## config.mk

```make
export PLATFORM = sky130hd
export DESIGN_NAME = ekfpp_ctrl
export DESIGN_NICKNAME = d
export VERILOG_FILES = /design/src/rtl/ekfpp_pkg.sv /design/src/rtl/ekfpp_ctrl.sv
export SDC_FILE = /design/constraint.sdc
export NUM_CORES = 1
export LEC_CHECK = 0
export BUFFER_PORTS_ARGS = -buffer_cell sky130_fd_sc_hd__clkbuf_2
export CORE_UTILIZATION = 53
export CTS_BUF_LIST = sky130_fd_sc_hd__clkbuf_4 sky130_fd_sc_hd__clkbuf_8 sky130_fd_sc_hd__clkbuf_16
export CTS_CLUSTER_SIZE = 10
export DETAILED_ROUTE_END_ITERATION = 10
export PLACE_DENSITY = 0.79
export SYNTH_ARGS = -nofsm -noshare
export SYNTH_HDL_FRONTEND = slang
export SYNTH_SLANG_ARGS = --single-unit
```

## constraint.sdc

```tcl
create_clock -name clock -period 2.7 [get_ports clock]
set_input_delay 0.135 -clock clock [delete_from_list [all_inputs] [get_ports clock]]
set_output_delay 0.135 -clock clock [all_outputs]
set_load 0.01 [all_outputs]
```

## src/rtl/ekfpp_pkg.sv

```systemverilog
// Shared types, constants and helpers of the EKF pose prediction block.
package ekfpp_pkg;

   localparam int ANGLE_BITS_DEF = 16;
   localparam int REQ_W = 152;
   localparam int RSP_W = 272;
   localparam int NUM_W = 57;
   localparam int DEN_W = 38;
   localparam int DX_W = 46;

   localparam logic signed [33:0] CORDIC_GAIN = 34'sd652032874;
   localparam logic signed [32:0] INV_TWO_PI = 33'sd683565276;

   // csr register indexes
   localparam logic [1:0] CSR_NOISE_X = 2'd0;
   localparam logic [1:0] CSR_NOISE_Y = 2'd1;
   localparam logic [1:0] CSR_NOISE_H = 2'd2;
   localparam logic [1:0] CSR_TURN_THR = 2'd3;

   // multiplier operations
   localparam logic [4:0] OP_VDT = 5'd0;
   localparam logic [4:0] OP_DCOS = 5'd1;
   localparam logic [4:0] OP_DSIN = 5'd2;
   localparam logic [4:0] OP_WDT = 5'd3;
   localparam logic [4:0] OP_PHK = 5'd4;
   localparam logic [4:0] OP_PLK = 5'd5;
   localparam logic [4:0] OP_NUMX = 5'd6;
   localparam logic [4:0] OP_NUMY = 5'd7;
   localparam logic [4:0] OP_COV0 = 5'd9;
   localparam logic [4:0] OP_COV1 = 5'd10;
   localparam logic [4:0] OP_COV2 = 5'd11;
   localparam logic [4:0] OP_COV3 = 5'd12;
   localparam logic [4:0] OP_COV4 = 5'd13;
   localparam logic [4:0] OP_COV5 = 5'd14;
   localparam logic [4:0] OP_COV6 = 5'd15;
   localparam logic [4:0] OP_COV7 = 5'd16;
   localparam logic [4:0] OP_COV8 = 5'd17;
   localparam logic [4:0] OP_COV9 = 5'd18;
   localparam logic [4:0] OP_COV10 = 5'd19;
   localparam logic [4:0] OP_COV11 = 5'd20;

   typedef struct packed {
      logic [4:0] op;
      logic       mul;
      logic       wb;
      logic       capture;
      logic       commit;
      logic       cor_go;
      logic       cor_sel;
      logic       cor_save;
      logic       div_go;
      logic       div_sel;
      logic       div_save;
      logic       pos_upd;
      logic       cov_done;
      logic       out_load;
   } ctl_type;

   typedef struct packed {
      logic seen;
      logic standstill;
      logic arc;
      logic cor_done;
      logic div_done;
   } sts_type;

   function automatic logic signed [31:0] sat32(input logic signed [63:0] v);
      if (v > 64'sd2147483647) return 32'sh7FFFFFFF;
      if (v < -64'sd2147483648) return 32'sh80000000;
      return v[31:0];
   endfunction

   function automatic logic signed [33:0] atan_turn(input logic [4:0] i);
      logic [31:0] a;
      unique case (i)
         5'd0: a = 32'h20000000;  5'd1: a = 32'h12E4051E;  5'd2: a = 32'h09FB385B;
         5'd3: a = 32'h051111D4;  5'd4: a = 32'h028B0D43;  5'd5: a = 32'h0145D7E1;
         5'd6: a = 32'h00A2F61E;  5'd7: a = 32'h00517C55;  5'd8: a = 32'h0028BE53;
         5'd9: a = 32'h00145F2F;  5'd10: a = 32'h000A2F98; 5'd11: a = 32'h000517CC;
         5'd12: a = 32'h00028BE6; 5'd13: a = 32'h000145F3; 5'd14: a = 32'h0000A2FA;
         5'd15: a = 32'h0000517D; 5'd16: a = 32'h000028BE; 5'd17: a = 32'h0000145F;
         5'd18: a = 32'h00000A30; 5'd19: a = 32'h00000518; 5'd20: a = 32'h0000028C;
         5'd21: a = 32'h00000146; 5'd22: a = 32'h000000A3; 5'd23: a = 32'h00000051;
         5'd24: a = 32'h00000029; 5'd25: a = 32'h00000014; 5'd26: a = 32'h0000000A;
         5'd27: a = 32'h00000005; 5'd28: a = 32'h00000003; 5'd29: a = 32'h00000001;
         default: a = 32'h0;
      endcase
      return $signed({2'b00, a});
   endfunction

endpackage

```

## src/rtl/ekfpp_ctrl.sv

```systemverilog
// Sequencer for the prediction: steps the datapath through one item.
module ekfpp_ctrl (
   input  logic                clock,
   input  logic                reset,
   input  logic                req_tvalid,
   output logic                req_tready,
   output logic                rsp_tvalid,
   input  logic                rsp_tready,
   input  ekfpp_pkg::sts_type  sts,
   output ekfpp_pkg::ctl_type  cmd
);

   localparam logic [3:0] S_IDLE = 4'd0;
   localparam logic [3:0] S_CHECK = 4'd1;
   localparam logic [3:0] S_COR1 = 4'd2;
   localparam logic [3:0] S_COR1W = 4'd3;
   localparam logic [3:0] S_MUL = 4'd4;
   localparam logic [3:0] S_COR2 = 4'd5;
   localparam logic [3:0] S_COR2W = 4'd6;
   localparam logic [3:0] S_DIVX = 4'd7;
   localparam logic [3:0] S_DIVXW = 4'd8;
   localparam logic [3:0] S_DIVY = 4'd9;
   localparam logic [3:0] S_DIVYW = 4'd10;
   localparam logic [3:0] S_POS = 4'd11;
   localparam logic [3:0] S_COVD = 4'd12;
   localparam logic [3:0] S_OUT = 4'd13;

   logic [3:0] state_ff, state_in;
   logic [4:0] op_ff, op_in;
   logic ph_ff, ph_in;
   logic rsp_valid_ff, rsp_valid_in;

   always_comb begin
      state_in = state_ff;
      op_in = op_ff;
      ph_in = ph_ff;
      cmd = '0;
      cmd.op = op_ff;
      cmd.wb = ph_ff;
      unique case (state_ff)
         S_IDLE: begin
            if (req_tvalid) begin
               cmd.capture = 1'b1;
               state_in = S_CHECK;
            end
         end
         S_CHECK: begin
            if (!sts.seen) begin
               cmd.commit = 1'b1;
               state_in = S_IDLE;
            end else if (sts.standstill) begin
               state_in = S_OUT;
            end else begin
               state_in = S_COR1;
            end
         end
         S_COR1: begin
            cmd.cor_go = 1'b1;
            state_in = S_COR1W;
         end
         S_COR1W: begin
            if (sts.cor_done) begin
               cmd.cor_save = 1'b1;
               op_in = sts.arc ? ekfpp_pkg::OP_WDT : ekfpp_pkg::OP_VDT;
               ph_in = 1'b0;
               state_in = S_MUL;
            end
         end
         S_MUL: begin
            cmd.mul = 1'b1;
            ph_in = !ph_ff;
            if (ph_ff) begin
               unique case (op_ff)
                  ekfpp_pkg::OP_VDT: op_in = ekfpp_pkg::OP_DCOS;
                  ekfpp_pkg::OP_DCOS: op_in = ekfpp_pkg::OP_DSIN;
                  ekfpp_pkg::OP_DSIN: state_in = S_POS;
                  ekfpp_pkg::OP_WDT: op_in = ekfpp_pkg::OP_PHK;
                  ekfpp_pkg::OP_PHK: op_in = ekfpp_pkg::OP_PLK;
                  ekfpp_pkg::OP_PLK: state_in = S_COR2;
                  ekfpp_pkg::OP_NUMX: state_in = S_DIVX;
                  ekfpp_pkg::OP_NUMY: state_in = S_DIVY;
                  ekfpp_pkg::OP_COV11: state_in = S_COVD;
                  default: op_in = op_ff + 5'd1;
               endcase
            end
         end
         S_COR2: begin
            cmd.cor_go = 1'b1;
            cmd.cor_sel = 1'b1;
            state_in = S_COR2W;
         end
         S_COR2W: begin
            cmd.cor_sel = 1'b1;
            if (sts.cor_done) begin
               cmd.cor_save = 1'b1;
               op_in = ekfpp_pkg::OP_NUMX;
               ph_in = 1'b0;
               state_in = S_MUL;
            end
         end
         S_DIVX: begin
            cmd.div_go = 1'b1;
            state_in = S_DIVXW;
         end
         S_DIVXW: begin
            if (sts.div_done) begin
               cmd.div_save = 1'b1;
               op_in = ekfpp_pkg::OP_NUMY;
               ph_in = 1'b0;
               state_in = S_MUL;
            end
         end
         S_DIVY: begin
            cmd.div_go = 1'b1;
            cmd.div_sel = 1'b1;
            state_in = S_DIVYW;
         end
         S_DIVYW: begin
            cmd.div_sel = 1'b1;
            if (sts.div_done) begin
               cmd.div_save = 1'b1;
               state_in = S_POS;
            end
         end
         S_POS: begin
            cmd.pos_upd = 1'b1;
            op_in = ekfpp_pkg::OP_COV0;
            ph_in = 1'b0;
            state_in = S_MUL;
         end
         S_COVD: begin
            cmd.cov_done = 1'b1;
            state_in = S_OUT;
         end
         S_OUT: begin
            if (!rsp_valid_ff || rsp_tready) begin
               cmd.out_load = 1'b1;
               cmd.commit = 1'b1;
               state_in = S_IDLE;
            end
         end
         default: state_in = S_IDLE;
      endcase
   end

   always_comb begin
      rsp_valid_in = rsp_valid_ff;
      if (cmd.out_load) rsp_valid_in = 1'b1;
      else if (rsp_tready) rsp_valid_in = 1'b0;
   end

   always_ff @(posedge clock) begin
      if (reset) begin
         state_ff <= S_IDLE;
         op_ff <= ekfpp_pkg::OP_VDT;
         ph_ff <= 1'b0;
         rsp_valid_ff <= 1'b0;
      end else begin
         state_ff <= state_in;
         op_ff <= op_in;
         ph_ff <= ph_in;
         rsp_valid_ff <= rsp_valid_in;
      end
   end

   assign req_tready = (state_ff == S_IDLE);
   assign rsp_tvalid = rsp_valid_ff;

endmodule

```

==> metrics.txt <==
First-pass DRT Iterations=4; ANT cells=0; setup TNS=0 ns; Layout area overhead=10.0%; layout cells sized above 1=24.2%; DRT antenna net count=0; Vias=1312; Commonest cells post-synth=a21oi_1 (13), nor2_1 (12), dfxtp_1 (11), o21ai_0 (11); fmax=460 MHz; clock skew=0.00489 ns; Arrival @ worst endpoint=2.04 ns; largest cells by area after synthesis=dfxtp_1 (18%), a21oi_1 (5.3%), buf_6 (4.6%); CTS Buf Count=3; Synthesized Nets=~170; Post-synth EDFFs=0; postcts setup bufs=0; crit path launch type=register; Most used DFF post-synth=dfxtp_1; clk buf depth=2; GR Overflow Total=0; power density over the cells=just over 1000 nW/um^2; Hold WC Path Type=input pin to register; largest net degree at the start of global routing=23; VDD IR max=668 uV; post-synth top area share=17.8%; fin crit share=about four fifths; Avg Vias per Cell=around 6.2; Final min period=2.17 ns; length in cells of the worst reg-to-reg path=5; count of final setup violators=0; Core Region=2210 sq um; initial antenna violation count=0; vias in the first global route=about 1.2k; Port Buf Inserts=28; distinct cell type count after synthesis=54; Worst Path Required=2.57 ns; status=finished clean; die height=50.3 microns; most common cell in the synthesized netlist=a21oi_1; final layout net count=196; Starting Density=between 50% and 60%; #FFs+latches synth=11; leading area contributor after synthesis=dfxtp_1; hold_buf cts=0; CTS tree=done; io pins=29; CTS root buf=clkbuf_4; hold depth=3; Netlist Area Pre-Place=1240 sq um; worst-path maximum fanout=17; RSZ-0062 raised after global routing=false; Final GP Congestion=0.920; sequential fraction of the synthesis area=17.8%; Slew HR=46.1%; Ys Warns=0; Pleak=0.587 nW; Max Slew Vio Count=0; Final Hold Fails=0; asr flop ratio synth=0%; global-route wire length before repair=approximately 5300 microns; Rows=17; DIE AREA=about 2500 sq um; aggregate global-route resource usage=26.9%; Crit. End Element=primary output; final WL=3030 microns; Die X=50.3 microns; TritonCTS Sinks=11; Worst-Skew Late Latency=0.29 ns; mean post-synth cell area=7.68 sq um; Post-Synthesis Cells=between 150 and 200; worst hold slack=0.197 ns; met3 usage=between 2 and 3%; routing usage on met2=a little over two fifths; post-cts resize count=0; CTS H-Tree Depth=1; DR DRC count=0; routed len/inst=14.4 microns; initial DRC count=50; Slew @ Worst Pin=approximately 0.81 ns; GR peak layer=met2; M1 GR Usage=34.9%; Detail Placement HPWL=2180 microns; WS Path Type=register to primary output; clock-pin slew on the worst setup and hold paths=approximately 0.08 ns; max-cap violations=0
==> worst paths after layout <==
kind                            slack [ns]          to        start
worst min register to register        0.57  rsp_tvalid   rsp_tvalid
worst max-delay path                  0.53      cmd[5]  state_ff[2]
worst max register to register        0.58    op_ff[4]  state_ff[0]
worst min-delay path                  0.20  rsp_tvalid   rsp_tready
==> sequential cells by signal, indices dropped and copies added, names as in the netlist <==
name	flops
rsp_tvalid	1
state_ff	4
ph_ff	1
op_ff	5
==> routing by layer <==
layer	vias up	part of all wire (%)
li1	643	-
met1	607	45
met2	55	48
met3	7	5.6
met4	0	1.7
met5	-	0
==> layout by cell type (no fill, tap or decap), types with 2 or more instances in the layout <==
master	count
o21ai_0	11
and2_1	4
clkbuf_2	28
ha_1	4
mux2i_1	2
a21oi_1	13
dfxtp_1	11
nor4_1	3
nand3b_1	3
a221oi_1	2
nor3_1	7
o41ai_1	3
nor3b_1	3
buf_4	3
inv_1	6
nand2_1	8
o21bai_1	2
nor2b_1	8
o22ai_1	2
clkbuf_4	4
a211oi_1	3
nand2b_1	5
a31oi_1	2
nand3_1	5
and3_1	2
nor2_1	12
==> power by group <==
group          internal (mW)  switching (mW)  leakage (nW)
Combinational          0.397           0.533         0.480
Clock                 0.0675          0.0688        0.0184
Sequential             0.205           0.137        0.0893
==> worst max-delay path: stages, from the launching register on <==
cell and delay [ns]:
dfxtp_1 0.70, buf_4 0.31, nor2b_1 0.24, nand2_1 0.08
o21ai_0 0.12, and2_1 0.17, clkbuf_2 0.13
==> per-stage QoR <==
stage	instance area [sq um]	total power [mW]	setup slack [ns]	util, %	std cells
detailed placement	1330	1.26	0.611	60.1	206
finish	1360	1.41	0.528	61.5	210
CTS	1360	1.40	0.545	61.5	210
global route	1360	1.55	0.351	61.5	210
global placement	1330	1.23	0.673	60.1	206
floorplan	1240	1.07	0.711	-	161
==> cell type report <==
| cell class | count | area (sq um) |
|---|---|---|
| Tap cell | 28 | 35.0 |
| Timing Repair Buffer | 31 | 163 |
| Clock buffer | 4 | 30.0 |
| Sequential cell | 11 | 220 |
| Fill cell | 209 | 852 |
| Inverter | 7 | 26.3 |
| Multi-Input combinational cell | 129 | 886 |
==> cell families (layout without fill, tap and decap cells) <==
group | after synthesis | count (layout) | synth area share [%]
AOI/OAI and AO/OA | 52 | 52 | 31.4
xor gates and xnor gates | 2 | 2 | 1.42
adders and majority gates | 4 | 4 | 4.05
buffers and inverters | 21 | 42 | 10.5
DFF | 11 | 11 | 17.8
muxes | 2 | 2 | 1.62
and+or+nand+nor | 69 | 69 | 33.2
Note: power is estimated with default switching activity, not from simulation.
